--- config.mk ---
export PLATFORM = sky130hd
export DESIGN_NAME = planar_byte_shuffle_flat
export DESIGN_NICKNAME = d
export VERILOG_FILES = /design/src/rtl/pbs_pkg.sv /design/src/rtl/pbs_in_if.sv /design/src/rtl/pbs_out_if.sv /design/src/rtl/pbs_store.sv /design/src/rtl/pbs_ctrl.sv /design/src/rtl/pbs_obuf.sv /design/src/rtl/planar_byte_shuffle.sv /design/src/flat_wrapper.sv
export SDC_FILE = /design/constraint.sdc
export NUM_CORES = 1
export LEC_CHECK = 0
export BUFFER_PORTS_ARGS = -buffer_cell sky130_fd_sc_hd__buf_2
export CAP_MARGIN = 20
export CELL_PAD_IN_SITES_DETAIL_PLACEMENT = 0
export CELL_PAD_IN_SITES_GLOBAL_PLACEMENT = 1
export CORE_UTILIZATION = 25
export DETAILED_ROUTE_END_ITERATION = 8
export PLACE_DENSITY = 0.51
export SKIP_LAST_GASP = 1
export SYNTH_ARGS = -nofsm -noshare
export SYNTH_HDL_FRONTEND = slang
export SYNTH_SLANG_ARGS = --single-unit
--- constraint.sdc ---
create_clock -name clk_i -period 6.1 [get_ports clk_i]
set_input_delay 1.83 -clock clk_i [delete_from_list [all_inputs] [get_ports clk_i]]
set_output_delay 1.83 -clock clk_i [all_outputs]
set_load 0.02 [all_outputs]
--- src/rtl/pbs_pkg.sv ---
// ----------------------------------------------------------------------------
// pbs_pkg
// Shared types for the planar byte shuffle: sequencer states, direction
// and register enums, the beat held in the output buffer, and read tags.
// ----------------------------------------------------------------------------
package pbs_pkg;

  typedef enum logic [1:0] {
    ST_FILL,
    ST_SETUP,
    ST_EMIT
  } pbs_state_e;

  typedef enum logic {
    DIR_ENCODE = 1'b0,
    DIR_DECODE = 1'b1
  } pbs_dir_e;

  typedef enum logic {
    REG_DIRECTION     = 1'b0,
    REG_WIDE_ELEMENTS = 1'b1
  } pbs_reg_e;

  // tag that follows a memory read until its registered read data arrives
  typedef struct packed {
    logic vld;
    logic last;
    logic ovf;
  } pbs_tag_t;

  typedef struct packed {
    logic [7:0] data;
    logic       last;
    logic       ovf;
  } pbs_beat_t;

endpackage

--- src/rtl/pbs_in_if.sv ---
// ----------------------------------------------------------------------------
// pbs_in_if
// Input channel: one block byte per transfer, with an end-of-block mark.
// ----------------------------------------------------------------------------
interface pbs_in_if;
  logic       valid;
  logic       ready;
  logic [7:0] data_byte;
  logic       block_end;

  modport source (output valid, output data_byte, output block_end, input ready);
  modport sink   (input valid, input data_byte, input block_end, output ready);
endinterface

--- src/rtl/pbs_out_if.sv ---
// ----------------------------------------------------------------------------
// pbs_out_if
// Output channel: one rearranged byte per transfer with its block flags.
// ----------------------------------------------------------------------------
interface pbs_out_if;
  logic       valid;
  logic       ready;
  logic [7:0] shuffled_byte;
  logic       final_out;
  logic       overflowed;

  modport source (output valid, output shuffled_byte, output final_out,
                  output overflowed, input ready);
  modport sink   (input valid, input shuffled_byte, input final_out,
                  input overflowed, output ready);
endinterface

--- src/rtl/pbs_store.sv ---
// ----------------------------------------------------------------------------
// pbs_store
// Block store: single write port, single read port, registered read data.
// ----------------------------------------------------------------------------
module pbs_store #(
  parameter int MAX_BYTES = 64,
  parameter int ADDR_W    = $clog2(MAX_BYTES)
) (
  input  logic              clk_i,
  input  logic              we_i,
  input  logic [ADDR_W-1:0] waddr_i,
  input  logic [7:0]        wdata_i,
  input  logic              re_i,
  input  logic [ADDR_W-1:0] raddr_i,
  output logic [7:0]        rdata_o
);

  logic [7:0] mem_q [MAX_BYTES];
  logic [7:0] rdata_q;

  always_ff @(posedge clk_i) begin
    if (we_i) begin
      mem_q[waddr_i] <= wdata_i;
    end
  end

  always_ff @(posedge clk_i) begin
    if (re_i) begin
      rdata_q <= mem_q[raddr_i];
    end
  end

  assign rdata_o = rdata_q;

endmodule

--- src/rtl/pbs_ctrl.sv ---
// ----------------------------------------------------------------------------
// pbs_ctrl
// Sequencer: fills the store, then walks the transposed read order with
// plane/element counters and issues one read per cycle when credit allows.
// ----------------------------------------------------------------------------
module pbs_ctrl #(
  parameter int MAX_BYTES = 64,
  parameter int ADDR_W    = $clog2(MAX_BYTES),
  parameter int CNT_W     = $clog2(MAX_BYTES + 1)
) (
  input  logic              clk_i,
  input  logic              rst_ni,
  input  logic              cfg_we_i,
  input  logic              cfg_idx_i,
  input  logic              cfg_wdata_i,
  input  logic              in_valid_i,
  output logic              in_ready_o,
  input  logic [7:0]        in_byte_i,
  input  logic              in_end_i,
  output logic              we_o,
  output logic [ADDR_W-1:0] waddr_o,
  output logic [7:0]        wdata_o,
  output logic              re_o,
  output logic [ADDR_W-1:0] raddr_o,
  input  logic              can_issue_i,
  output pbs_pkg::pbs_tag_t tag_o
);

  pbs_pkg::pbs_state_e state_q, state_d;
  pbs_pkg::pbs_dir_e   dir_cfg_q, dir_q;
  logic                wide_cfg_q, wide_q;
  logic [CNT_W-1:0]    count_q, count_d;
  logic                ovf_q, ovf_d;
  logic [CNT_W-1:0]    elems_q, elems_d;
  logic [CNT_W-1:0]    elem_q, elem_d;
  logic [1:0]          plane_q, plane_d;
  logic [ADDR_W-1:0]   src_q, src_d;
  logic                in_xfer;
  logic                room;
  logic                issue;
  logic                last_rd;
  logic [1:0]          plane_max;
  logic [2:0]          esize;
  pbs_pkg::pbs_tag_t   tag_d, tag_q;

  always_ff @(posedge clk_i or negedge rst_ni) begin
    if (!rst_ni) begin
      dir_cfg_q  <= pbs_pkg::DIR_DECODE;
      wide_cfg_q <= 1'b1;
    end else if (cfg_we_i) begin
      unique case (pbs_pkg::pbs_reg_e'(cfg_idx_i))
        pbs_pkg::REG_DIRECTION:     dir_cfg_q  <= pbs_pkg::pbs_dir_e'(cfg_wdata_i);
        pbs_pkg::REG_WIDE_ELEMENTS: wide_cfg_q <= cfg_wdata_i;
        default: ;
      endcase
    end
  end

  assign in_xfer   = in_valid_i && in_ready_o;
  assign room      = count_q < CNT_W'(MAX_BYTES);
  assign plane_max = wide_q ? 2'd3 : 2'd1;
  assign esize     = wide_q ? 3'd4 : 3'd2;
  assign last_rd   = (plane_q == plane_max) && (elem_q == elems_q - CNT_W'(1));

  assign we_o    = in_xfer && room;
  assign waddr_o = count_q[ADDR_W-1:0];
  assign wdata_o = in_byte_i;
  assign re_o    = issue;
  assign raddr_o = src_q;

  always_comb begin
    state_d    = state_q;
    count_d    = count_q;
    ovf_d      = ovf_q;
    elems_d    = elems_q;
    elem_d     = elem_q;
    plane_d    = plane_q;
    src_d      = src_q;
    in_ready_o = 1'b0;
    issue      = 1'b0;
    tag_d      = '0;
    unique case (state_q)
      pbs_pkg::ST_FILL: begin
        in_ready_o = 1'b1;
        if (in_xfer) begin
          if (room) begin
            count_d = count_q + CNT_W'(1);
          end else begin
            ovf_d = 1'b1;
          end
          if (in_end_i) begin
            state_d = pbs_pkg::ST_SETUP;
          end
        end
      end
      pbs_pkg::ST_SETUP: begin
        elems_d = wide_q ? (count_q >> 2) : (count_q >> 1);
        elem_d  = '0;
        plane_d = '0;
        src_d   = '0;
        if (elems_d == '0) begin
          count_d = '0;
          ovf_d   = 1'b0;
          state_d = pbs_pkg::ST_FILL;
        end else begin
          state_d = pbs_pkg::ST_EMIT;
        end
      end
      pbs_pkg::ST_EMIT: begin
        issue = can_issue_i;
        if (issue) begin
          tag_d = '{vld: 1'b1, last: last_rd, ovf: ovf_q};
          if (dir_q == pbs_pkg::DIR_ENCODE) begin
            if (elem_q == elems_q - CNT_W'(1)) begin
              elem_d  = '0;
              plane_d = plane_q + 2'd1;
              src_d   = ADDR_W'(plane_q) + ADDR_W'(1);
            end else begin
              elem_d = elem_q + CNT_W'(1);
              src_d  = src_q + ADDR_W'(esize);
            end
          end else begin
            if (plane_q == plane_max) begin
              plane_d = '0;
              elem_d  = elem_q + CNT_W'(1);
              src_d   = elem_q[ADDR_W-1:0] + ADDR_W'(1);
            end else begin
              plane_d = plane_q + 2'd1;
              src_d   = src_q + elems_q[ADDR_W-1:0];
            end
          end
          if (last_rd) begin
            count_d = '0;
            ovf_d   = 1'b0;
            state_d = pbs_pkg::ST_FILL;
          end
        end
      end
      default: state_d = pbs_pkg::ST_FILL;
    endcase
  end

  always_ff @(posedge clk_i or negedge rst_ni) begin
    if (!rst_ni) begin
      state_q <= pbs_pkg::ST_FILL;
      count_q <= '0;
      ovf_q   <= 1'b0;
      tag_q   <= '0;
      dir_q   <= pbs_pkg::DIR_DECODE;
      wide_q  <= 1'b1;
    end else begin
      state_q <= state_d;
      count_q <= count_d;
      ovf_q   <= ovf_d;
      tag_q   <= tag_d;
      if (in_xfer && in_end_i) begin
        dir_q  <= dir_cfg_q;
        wide_q <= wide_cfg_q;
      end
    end
  end

  always_ff @(posedge clk_i) begin
    elems_q <= elems_d;
    elem_q  <= elem_d;
    plane_q <= plane_d;
    src_q   <= src_d;
  end

  assign tag_o = tag_q;

endmodule

--- src/rtl/pbs_obuf.sv ---
// ----------------------------------------------------------------------------
// pbs_obuf
// Output register plus skid slot; grants read credit so no beat is lost.
// ----------------------------------------------------------------------------
module pbs_obuf (
  input  logic              clk_i,
  input  logic              rst_ni,
  input  pbs_pkg::pbs_tag_t tag_i,
  input  logic [7:0]        rdata_i,
  output logic              can_issue_o,
  output logic              valid_o,
  input  logic              ready_i,
  output pbs_pkg::pbs_beat_t beat_o
);

  logic               out_v_q, skid_v_q;
  pbs_pkg::pbs_beat_t out_q, skid_q, arr;
  logic               pop;
  logic [1:0]         occ;

  assign arr = '{data: rdata_i, last: tag_i.last, ovf: tag_i.ovf};
  assign pop = out_v_q && ready_i;
  assign occ = 2'(out_v_q) + 2'(skid_v_q) + 2'(tag_i.vld) - 2'(pop);
  assign can_issue_o = occ < 2'd2;

  always_ff @(posedge clk_i or negedge rst_ni) begin
    if (!rst_ni) begin
      out_v_q  <= 1'b0;
      skid_v_q <= 1'b0;
    end else begin
      if (!out_v_q || pop) begin
        if (skid_v_q) begin
          out_v_q  <= 1'b1;
          skid_v_q <= tag_i.vld;
        end else begin
          out_v_q <= tag_i.vld;
        end
      end else if (tag_i.vld) begin
        skid_v_q <= 1'b1;
      end
    end
  end

  always_ff @(posedge clk_i) begin
    if (!out_v_q || pop) begin
      if (skid_v_q) begin
        out_q <= skid_q;
        if (tag_i.vld) begin
          skid_q <= arr;
        end
      end else if (tag_i.vld) begin
        out_q <= arr;
      end
    end else if (tag_i.vld) begin
      skid_q <= arr;
    end
  end

  assign valid_o = out_v_q;
  assign beat_o  = out_q;

endmodule

--- src/rtl/planar_byte_shuffle.sv ---
// ----------------------------------------------------------------------------
// planar_byte_shuffle
// Byte transpose of 2- or 4-byte elements between interleaved and planar
// order, buffered one block at a time in a single-port-pair memory.
// ----------------------------------------------------------------------------
// A block of n bytes is taken in one byte per cycle until the byte marked
// block_end; up to MAX_BYTES bytes are kept, the rest discarded and the block
// flagged overflowed. Direction and element size are captured with the
// block_end byte. A setup state follows, then E * floor(n / E) bytes leave
// at one per cycle, paced by the single read port of the block store and its
// registered read data, with an output register and skid slot absorbing
// back-pressure. Input is held off from the block_end transfer until the last
// store read is issued.
// ----------------------------------------------------------------------------
module planar_byte_shuffle #(
  parameter int MAX_BYTES = 64
) (
  input  logic      clk_i,
  input  logic      rst_ni,
  input  logic      cfg_we_i,
  input  logic      cfg_idx_i,
  input  logic      cfg_wdata_i,
  pbs_in_if.sink    in_if,
  pbs_out_if.source out_if
);

  localparam int ADDR_W = $clog2(MAX_BYTES);
  localparam int CNT_W  = $clog2(MAX_BYTES + 1);

  logic               we;
  logic [ADDR_W-1:0]  waddr;
  logic [7:0]         wdata;
  logic               re;
  logic [ADDR_W-1:0]  raddr;
  logic [7:0]         rdata;
  logic               can_issue;
  pbs_pkg::pbs_tag_t  tag;
  pbs_pkg::pbs_beat_t beat;

  pbs_ctrl #(
    .MAX_BYTES (MAX_BYTES),
    .ADDR_W    (ADDR_W),
    .CNT_W     (CNT_W)
  ) u_ctrl (
    .clk_i       (clk_i),
    .rst_ni      (rst_ni),
    .cfg_we_i    (cfg_we_i),
    .cfg_idx_i   (cfg_idx_i),
    .cfg_wdata_i (cfg_wdata_i),
    .in_valid_i  (in_if.valid),
    .in_ready_o  (in_if.ready),
    .in_byte_i   (in_if.data_byte),
    .in_end_i    (in_if.block_end),
    .we_o        (we),
    .waddr_o     (waddr),
    .wdata_o     (wdata),
    .re_o        (re),
    .raddr_o     (raddr),
    .can_issue_i (can_issue),
    .tag_o       (tag)
  );

  pbs_store #(
    .MAX_BYTES (MAX_BYTES),
    .ADDR_W    (ADDR_W)
  ) u_store (
    .clk_i   (clk_i),
    .we_i    (we),
    .waddr_i (waddr),
    .wdata_i (wdata),
    .re_i    (re),
    .raddr_i (raddr),
    .rdata_o (rdata)
  );

  pbs_obuf u_obuf (
    .clk_i       (clk_i),
    .rst_ni      (rst_ni),
    .tag_i       (tag),
    .rdata_i     (rdata),
    .can_issue_o (can_issue),
    .valid_o     (out_if.valid),
    .ready_i     (out_if.ready),
    .beat_o      (beat)
  );

  assign out_if.shuffled_byte = beat.data;
  assign out_if.final_out     = beat.last;
  assign out_if.overflowed    = beat.ovf;

endmodule

--- src/flat_wrapper.sv ---
// flat-port wrapper written by rule: the top's interface ports become plain ports
module planar_byte_shuffle_flat 
#(
  parameter int MAX_BYTES = 64
)
  (clk_i, rst_ni, cfg_we_i, cfg_idx_i, cfg_wdata_i, in_if_valid, in_if_data_byte, in_if_block_end, in_if_ready, out_if_valid, out_if_shuffled_byte, out_if_final_out, out_if_overflowed, out_if_ready);
  pbs_in_if in_if_i ();
  pbs_out_if out_if_i ();
  input  logic clk_i;
  input  logic rst_ni;
  input  logic cfg_we_i;
  input  logic cfg_idx_i;
  input  logic cfg_wdata_i;
  input wire logic [$bits(in_if_i.valid)-1:0] in_if_valid;
  input wire logic [$bits(in_if_i.data_byte)-1:0] in_if_data_byte;
  input wire logic [$bits(in_if_i.block_end)-1:0] in_if_block_end;
  output wire logic [$bits(in_if_i.ready)-1:0] in_if_ready;
  output wire logic [$bits(out_if_i.valid)-1:0] out_if_valid;
  output wire logic [$bits(out_if_i.shuffled_byte)-1:0] out_if_shuffled_byte;
  output wire logic [$bits(out_if_i.final_out)-1:0] out_if_final_out;
  output wire logic [$bits(out_if_i.overflowed)-1:0] out_if_overflowed;
  input wire logic [$bits(out_if_i.ready)-1:0] out_if_ready;
  assign in_if_i.valid = in_if_valid;
  assign in_if_i.data_byte = in_if_data_byte;
  assign in_if_i.block_end = in_if_block_end;
  assign in_if_ready = in_if_i.ready;
  assign out_if_valid = out_if_i.valid;
  assign out_if_shuffled_byte = out_if_i.shuffled_byte;
  assign out_if_final_out = out_if_i.final_out;
  assign out_if_overflowed = out_if_i.overflowed;
  assign out_if_i.ready = out_if_ready;
  planar_byte_shuffle #(.MAX_BYTES(MAX_BYTES)) u_core (.clk_i(clk_i), .rst_ni(rst_ni), .cfg_we_i(cfg_we_i), .cfg_idx_i(cfg_idx_i), .cfg_wdata_i(cfg_wdata_i), .in_if(in_if_i), .out_if(out_if_i));
endmodule
Word-level counts from Yosys, hierarchy flattened

Memory sizes are Yosys's and may differ from the RTL's. A register that Yosys moved wholly into a read port is not among the register bits.
Cells that the tools add are included.

Register bits after elaboration: 61
Bits in latches: 0
Memory bits (writable): 512
ROM bits: 0
Bits of input ports: 16
Output and inout port bits: 12
Word-level logic and storage cells: 124
Memories kept: 1

$add $sub $neg: 11
Multipliers: 0
Div/mod/pow operators: 0
Magnitude comparators: 2
Equality and inequality tests: 14
Shift operators: 0
Multiplexer cells: 51
Bitwise operators: 1
Reduce and logical (&&, ||, !) cells: 22

Memories:

| memory               | words | bits a word | rd ports | clocked after Yosys merged registers in | wr ports | RTL line        | RTL |
|---|---|---|---|---|---|---|---|
| u_core.u_store.mem_q | 64    | 8           | 1        | 1                                       | 1        | pbs_store.sv:18 | `logic [7:0] mem_q [MAX_BYTES];` |

Operators by type and width:

| cell                | count |
|---|---|
| $mux 7              | 9 |
| $mux 10             | 5 |
| $mux 6              | 5 |
| $pmux 7 s3          | 1 |
| $mux 2              | 10 |
| $ne 2x2->1 const B  | 8 |
| $add 7x1->7 const B | 2 |
| $pmux 7 s2          | 1 |
| $mux 1              | 13 |
| $pmux 6 s2          | 1 |
| $reduce_and 6->1    | 2 |
| $mux 3              | 3 |
| $reduce_and 2->1    | 4 |
| $eq 7x7->1          | 1 |
| $logic_not 7->1     | 1 |
| $lt 7x7->1 const B  | 1 |
| $sub 7x1->7 const B | 1 |
| $add 6x1->6 const B | 1 |
| $add 6x3->6         | 1 |
| $add 6x6->6         | 1 |
| $ne 3x3->1 const B  | 2 |
| $pmux 2 s3          | 1 |
| $reduce_and 3->1    | 2 |
| $reduce_bool 2->1   | 3 |
| other kinds (18)    | 22 |

Longest topological paths before layout

Gate-level depths: netlist (run 1).

Word-level depth: 6
Depth in mapped cells: 12
Mapped depth without buffers: 11

Cells and area by module

From an unflattened synthesis (run 1), not the netlist that was laid out.

Cell total of the unflattened synthesis: 1256
Area, all modules: 23827.9 um^2

By module, submodules not included:

| module    | times used | cells each | area an instance (um^2) | sequential area each (um^2) |
|---|---|---|---|---|
| pbs_store | 1          | 940        | 20246.9                 | 15615.0 |
| pbs_ctrl  | 1          | 275        | 2717.6                  | 1061.0 |
| pbs_obuf  | 1          | 41         | 863.3                   | 650.6 |

Worst setup path before layout (run 1)

No wires, ideal clock.

Path type: input -> register
Start: in out_if_ready
End: reg u_core.u_ctrl.count_q[0]
Library setup time: 0.128 ns
Arrival: 3.962 ns
Required time: 5.972 ns
Slack: 2.010 ns
Stages: 11
Path buffers: 0
Cells stage by stage: and2_1 > ha_1 > inv_1 > ha_1 > a21oi_1 > xnor2_1 > a211oi_1 > inv_1 > o22ai_2 > nand3_1 > mux2_1

Cells in the longest elaborated chain, start to end: 5

RTL lines:

| element                    | RTL line           | RTL |
|---|---|---|
| start: declaration         | flat_wrapper.sv:22 | `input wire logic [$bits(out_if_i.ready)-1:0] out_if_ready;` |
| $logic_and 1x1->1          | pbs_obuf.sv:22     | `assign pop = out_v_q && ready_i;` |
| $sub 2x1->2                | pbs_obuf.sv:23     | `assign occ = 2'(out_v_q) + 2'(skid_v_q) + 2'(tag_i.vld) - 2'(pop);` |
| $lt 2x2->1                 | pbs_obuf.sv:24     | `assign can_issue_o = occ < 2'd2;` |
| $ne 2x2->1 (no line)       | -                  |  |
| $reduce_and 6->1 (no line) | -                  |  |
| end signal: assignment     | pbs_ctrl.sv:153    | `count_q <= count_d;` |
| end: declaration           | pbs_ctrl.sv:32     | `logic [CNT_W-1:0] count_q, count_d;` |

No other way between the ends.
A chain may end at the register's enable or synchronous reset.

Worst setup path after layout (run 1)

Start: in in_if_valid
End: mem u_core.u_store.mem_q[44][3], enable pin

Cells in the longest elaborated chain, start to end: 4

RTL lines:

| element                      | RTL line           | RTL |
|---|---|---|
| start: declaration           | flat_wrapper.sv:14 | `input wire logic [$bits(in_if_i.valid)-1:0] in_if_valid;` |
| $logic_and 1x1->1            | pbs_ctrl.sv:59     | `assign in_xfer = in_valid_i && in_ready_o;` |
| $logic_and 1x1->1            | pbs_ctrl.sv:65     | `assign we_o = in_xfer && room;` |
| $mux 1                       | pbs_store.sv:22    | `if (we_i) begin` |
| $mux 1 (implied by the code) | pbs_store.sv:23    | `mem_q[waddr_i] <= wdata_i;` |
| end: declaration             | pbs_store.sv:18    |  |

No other way between the ends.

==> results.yml, run 1 <==
finish:
  nNetsFinal: 1217
  drive_above_1_share_pct: 26.5
  design_area_mm2: 0.0271
  area_growth_syn_to_layout_pct: 16.1
  diodes: 0
synthesis:
  synth-seq-cells: 580
  ys_seq_area_share_pct: 74.4
  yosysWarningCount: 0
  netlist_instances: 1125
  async_flop_share_pct: 3.28
  synth_edf_count: 561
  avgSynthCellArea_um2: 20.7
  ys_types: 52
  syn-cell-area_mm2: 0.0233
  synthFlopType: "edfxtp_1"
  synthesis.nets: 1160
grt:
  grt_pass1_vias: 11600
  overflow: 0
  grt_pass1_wl_um: 82600
  grt_usage_pct: 12.0
  grt_max_degree: 74
  antenna_found_initial: 1
timing:
  slew-limit-headroom_pct: 30.6
  max_freq_mhz: 250
  tns_ps: 0
  period_needed_ps: 4000
  fin_crit_sh_pct: 65.7
  hold_viol: 0
  skew_ps: 20.8
  slew_violations: 0
  setup_slack_ps: 2100
  grt_setup_unrepaired: "no"
  whs_ps: 447
  setup_viol: 0
  tightest_slew_ps: 1040
critical_path:
  critPathRequiredTime_ps: 6350
  reg2reg_slack_ps: 2390
  path_max_fanout: 8
  r2r_cells: 7
  r2r-start: "u_core.u_ctrl.state_q[0]"
  worst_setup_path_end_kind: "flop"
  cp_data_arrival_time_ps: 4250
  r2r-end: "u_core.u_store.mem_q[44][3]"
  start_kind: "input pin"
  critPathKind: "input pin to flop"
clocking:
  cts_setup_buffers: 0
  clkTransAtPathRegs_ps: 60
  worstSkewPairLatency_ps: 630
  post_cts_resize_count: 0
  root_buffer: "clkbuf_16"
  htreeDepth: 2
  cts_max_path_buffers: 3
  cts_sinks: 580
  cts_tree: "yes"
  hold_buffers: 0
  cts_made_buffers: 61
routing:
  wirelength_um: 56100
  drt_iter0_drc: 898
  viasPerCell: 4.42
  dr.pass1.iters: 5
  wl_per_cell_um: 22.6
  vias: 10900
  ant_nets: 0
  drc_errors: 0
die:
  die_w_um: 307
  coreArea_mm2: 0.0919
  rows: 111
  io_pins: 28
  dieArea_mm2: 0.0944
  start_util_pct: 25.3
  die_h_um: 307
pwr:
  ir_drop_v: 0.000374
  power_density_mw_per_mm2: 442
  p_leak_nw: 8.36
place:
  port_buffers: 27
  placed_area_mm2: 0.0250
  gp_congestion: 0.746
  place_ws_ps: 1350
  dp_hpwl_um: 34100
outcome:
  status: "complete, no violations"
hold_path:
  worstHoldStart: "u_core.u_ctrl.tag_o[0]"
  hold_depth: 0
  min_to: "u_core.u_obuf.skid_q[0]"
  hold_path_class: "flop to flop"
job:
  maxCapViolations: 0
## per-layer routing
layer	track usage (%)	vias up	wire length [µm]	part of all wire [%]
li1	-	4756	-	-
met1	17.0	5803	25800	46
met2	18.8	305	26100	47
met3	2.37	76	3090	5.5
met4	3.04	0	1070	1.9
met5	0	-	0	0
## where the power goes
part           switching (W)  internal [W]  leakage (nW)
clock                0.00158       0.00228          1.02
sequential          0.000215       0.00463          5.31
combinational        0.00181       0.00144          2.03
## worst max-delay path: stages
cell and delay, ps:
buf_2 120, nor3b_1 510, nor2b_1 340, nand3b_1 640
nor2_1 800
## synth_stat cells (10+ instances only)
library cell    n  area share [%]
mux2i_1        10            0.43
a21oi_1        16            0.34
inv_1          20            0.32
nor2_1         91             1.5
edfxtp_1      561              72
buf_2          13            0.28
clkbuf_1       32            0.52
nor2b_1        14            0.38
mux2_2         16            0.77
nand3_1        12            0.26
mux4_2        162              16
dfrtp_1        15             1.6
xnor2_1        14            0.53
ha_1           17            0.91
nand2_1        24            0.39
## kinds of logic (layout without fill, tap and decap cells)
kind of cell	count (synthesis)	after routing	synth area share, %
buf+inv	77	185	1.41
xor+xnor	23	23	0.864
fa+ha+maj	19	19	1.08
mux	191	191	17.0
compound gates	67	67	2.00
flops	580	580	74.4
simple gates	168	168	3.29
## cells in the final DEF, fill, tap and decap left out, types with 5 or more instances in the layout
| master | count |
|---|---|
| buf_2 | 24 |
| mux2i_1 | 10 |
| nor2_1 | 91 |
| clkbuf_16 | 62 |
| xnor2_1 | 14 |
| edfxtp_1 | 561 |
| o21ai_0 | 9 |
| clkbuf_1 | 7 |
| xor2_1 | 9 |
| nor2b_1 | 14 |
| buf_4 | 23 |
| a211oi_1 | 9 |
| mux4_2 | 162 |
| a21oi_1 | 16 |
| mux2_2 | 16 |
| clkinv_1 | 15 |
| nand2_1 | 24 |
| ha_1 | 17 |
| inv_1 | 20 |
| bufinv_16 | 10 |
| clkinv_2 | 13 |
| o2bb2ai_1 | 5 |
| nand3_1 | 12 |
| dfrtp_1 | 15 |
## flip-flops by register name, indices dropped and copies added, names as in the netlist
signal / count
u_core.u_ctrl.count_q: 7
u_core.u_ctrl.dir_cfg_q: 1
u_core.u_ctrl.dir_q: 1
u_core.u_ctrl.elem_q: 7
u_core.u_ctrl.elems_q: 6
u_core.u_ctrl.ovf_q: 1
u_core.u_ctrl.plane_q: 2
u_core.u_ctrl.raddr_o: 6
u_core.u_ctrl.state_q: 2
u_core.u_ctrl.tag_o: 3
u_core.u_ctrl.wide_cfg_q: 1
u_core.u_ctrl.wide_q: 1
u_core.u_obuf.beat_o: 10
u_core.u_obuf.skid_q: 10
u_core.u_obuf.skid_v_q: 1
u_core.u_obuf.valid_o: 1
u_core.u_store.mem_q: 512
u_core.u_store.rdata_o: 8
## worst max-delay path by stage
stage	cells past startpoint	endpoint	from	slack [ps]
2_1_floorplan	11	u_core.u_ctrl.count_q[0]	out_if_ready	2010
3_3_place_gp	5	u_core.u_store.mem_q[54][4]	in_if_valid	1460
3_5_place_dp	5	u_core.u_store.mem_q[44][0]	in_if_valid	1350
4_1_cts	5	u_core.u_store.mem_q[36][2]	in_if_valid	2050
5_1_grt	12	u_core.u_ctrl.count_q[1]	out_if_ready	1900
6_report	5	u_core.u_store.mem_q[44][3]	in_if_valid	2100
## per-stage QoR
step | instances | utilization (%) | total power (W)
floorplan | 1125 | - | 0.00711
global placement | 2362 | 27.2 | 0.00826
detailed placement | 2362 | 27.2 | 0.00826
CTS | 2476 | 29.4 | 0.0121
global route | 2476 | 29.4 | 0.0125
finish | 2476 | 29.4 | 0.0120
## final cells by class
type	count	area (µm²)
clock buffers	69	1580
multi-input cells	468	5650
inverters	20	75.1
repair buffers	51	373
well taps	1243	1560
flip-flops and latches	580	17300
clock inverters	45	504
fillers	9027	64900
Note: power is estimated with default switching activity, not from simulation.
==> run 2, diff against run 1 <==
Settings changed: ABC_AREA set to 1, PLACE_DENSITY 0.51 to 0.53.
Clock period 6.1 ns to 4 ns, I/O delays scaled along.
==> run 2 against run 1 <==
Effect of this change: clock power is 42% higher; power is 63% higher; synthesized cell count is 86% higher; critical path type is now flop to flop.
==> results.yml, run 2 <==
outcome:
  status: "complete, no violations"
clocking:
  cts_setup_buffers: 0
  root_buffer: "clkbuf_16"
  hold_buffers: 0
  cts_tree: "yes"
  post_cts_resize_count: 0
  clkTransAtPathRegs_ps: 60
  cts_max_path_buffers: 3
  htreeDepth: 2
  cts_made_buffers: 61
  worstSkewPairLatency_ps: 650
  cts_sinks: 580
finish:
  drive_above_1_share_pct: 9.25
  fillers: 9885
  diodes: 0
  nNetsFinal: 2178
  area_growth_syn_to_layout_pct: 15.2
  top_register: "u_core.u_store.mem_q"
  seq_area_mm2: 0.0173
  multi_input_area_mm2: 0.00607
  final_cell_mix: "edfxtp_1 (561), nand2_1 (392), nor2_1 (327), o21ai_0 (232), o22ai_1 (113)"
  layout_commonest_cell: "edfxtp_1"
  largest_reg_flops: 512
pwr:
  p_int_w: 0.0120
  p_leak_nw: 9.73
  power_switching_share_pct: 38.4
  switching_power_w: 0.00751
  power_density_mw_per_mm2: 696
  clkPwrFrac_pct: 28.0
  pwr-share-comb_pct: 34.4
  ir_drop_v: 0.000488
  p_seq_share_pct: 37.6
critical_path:
  crit_chain: "inv_1, ha_1, inv_1, ha_1, a21o_1, xor2_1, nand2_1, o21ai_1, nor2_2, nand3_2, nand2_1, nand2_1"
  r2r-end: "u_core.u_ctrl.count_q[2]"
  r2r-start: "u_core.u_obuf.skid_v_q"
  reg2reg_slack_ps: 1080
  crit_path_max_incr_delay_ps: 540
  r2r_cells: 12
  worst_setup_path_end_kind: "flop"
  critPathKind: "flop to flop"
  cp_data_arrival_time_ps: 3420
  path_max_fanout: 15
  critPathRequiredTime_ps: 4500
  path_common_cell: "nand2_1"
  start_kind: "flop"
  cp_slowest_cell: "dfrtp_1"
routing:
  dr.pass1.iters: 5
  viasPerCell: 4.64
  drt_iter0_drc: 1298
  wirelength_um: 69700
  vias: 16100
  drc_errors: 0
  wl_per_cell_um: 20.1
  ant_nets: 0
synthesis:
  synthFlopType: "edfxtp_1"
  yosys-top-cells-area: "edfxtp_1 (69%), nand2_1 (6.0%), nor2_1 (5.0%)"
  synthTopCellsByCount: "edfxtp_1 (561), nand2_1 (392), nor2_1 (327)"
  synth.most_common_cell: "edfxtp_1"
  yosysWarningCount: 0
  ys_types: 37
  synthesis.nets: 2131
  synth-seq-cells: 580
  post-synth-top-area-cell: "edfxtp_1"
  ys_seq_area_share_pct: 71.1
  netlist_instances: 2096
  async_flop_share_pct: 3.28
  synth.top_cell.area_share_pct: 69.1
  avgSynthCellArea_um2: 11.6
  syn-cell-area_mm2: 0.0244
  synth_edf_count: 561
timing:
  slew_violations: 0
  period_needed_ps: 2920
  grt_setup_unrepaired: "no"
  max_freq_mhz: 343
  setup_viol: 0
  tightest_slew_ps: 997
  slew-limit-headroom_pct: 33.5
  hold_viol: 0
  whs_ps: 453
  fin_crit_sh_pct: 73.0
  tns_ps: 0
  skew_ps: 37.9
die:
  die_h_um: 314
  dieArea_mm2: 0.0987
  rows: 114
  die_w_um: 314
  coreArea_mm2: 0.0966
  io_pins: 28
  start_util_pct: 25.2
place:
  dp_hpwl_um: 41500
  gp_congestion: 0.784
  port_buffers: 27
grt:
  antenna_found_initial: 2
  overflow: 0
  grt_max_degree: 174
  grt_pass1_vias: 16100
  grt_usage_pct: 14.0
  grt_pass1_wl_um: 105000
hold_path:
  min_to: "u_core.u_obuf.skid_q[8]"
  worstHoldStart: "u_core.u_store.rdata_o[6]"
  hold_depth: 0
  hold_path_class: "flop to flop"
job:
  maxCapViolations: 0
==> run 2: changes by cell type after synthesis, sizes merged, moves of 14 or more <==
cell    previous run  this run
nand2             24       393
o21ai             10       263
nor2              91       329
mux4             162         0
o22ai              1       113
nand3             12       109
inv               20        82
buf               25        63
a21oi             16        39
clkbuf            32        55
mux2              19         0
nand4              0        19
nor2b             14         0
==> run 2: cell type report <==
type,count,area share [%]
inverters,84,1.15
repair buffers,102,2.93
clock buffers,79,5.79
multi-input cells,1314,21.6
clock inverters,35,1.08
flip-flops and latches,580,61.7
well taps,1276,5.69
==> run 2: cell families (layout without fill, tap and decap cells) <==
logic type | Yosys count | in the layout | share of synthesized area [%]
AO/OA/AOI/OAI | 421 | 421 | 9.27
XOR/XNOR | 11 | 11 | 0.395
adder cells (fa/ha/maj) | 19 | 19 | 1.04
buffers and inverters | 202 | 300 | 4.00
flip-flops | 580 | 580 | 71.1
AND/OR/NAND/NOR | 863 | 863 | 14.2
==> run 2: worst max-delay path: cells and delay by family, from the launching register on <==
family                     cells  cell delay, ps
adders and majority gates      2             620
AOI/OAI and AO/OA              2             280
xor gates and xnor gates       1             190
DFF                            1             540
and+or+nand+nor                5             800
buffers and inverters          2             330
==> run 2: power groups by stage <==
stage | clock (W) | combinational (W) | sequential (W)
3_5_place_dp | 0 | 0.00679 | 0.00748
3_3_place_gp | 0 | 0.00680 | 0.00748
4_1_cts | 0.00563 | 0.00681 | 0.00735
5_1_grt | 0.00582 | 0.00753 | 0.00739
2_1_floorplan | 0 | 0.00456 | 0.00734
6_report | 0.00547 | 0.00672 | 0.00735
==> run 2: worst max-delay path by stage <==
stage                           start                        to  slack, ps
2_1_floorplan            out_if_ready  u_core.u_ctrl.plane_q[0]        700
3_3_place_gp             out_if_ready  u_core.u_ctrl.count_q[4]        630
3_5_place_dp             out_if_ready  u_core.u_ctrl.count_q[4]        650
4_1_cts        u_core.u_obuf.skid_v_q  u_core.u_ctrl.count_q[2]       1080
5_1_grt        u_core.u_obuf.skid_v_q  u_core.u_ctrl.count_q[2]        830
6_report       u_core.u_obuf.skid_v_q  u_core.u_ctrl.count_q[2]       1080
==> run 2: metal layers <==
metal  track usage [%]  wire length (µm)
met3              2.43              4080
met2              22.2             31800
met5                 0                13
met4              3.96              1570
met1              19.7             32200
==> run 2: stage by stage <==
step	setup slack (ps)	area, µm²	util [%]	cells	total power, W
6_report	1080	28100	29.1	3470	0.0195
3_5_place_dp	652	26100	27.1	3355	0.0143
5_1_grt	831	28100	29.1	3470	0.0207
2_1_floorplan	697	24400	-	2096	0.0119
4_1_cts	1080	28100	29.1	3469	0.0198
3_3_place_gp	631	26100	27.1	3355	0.0143
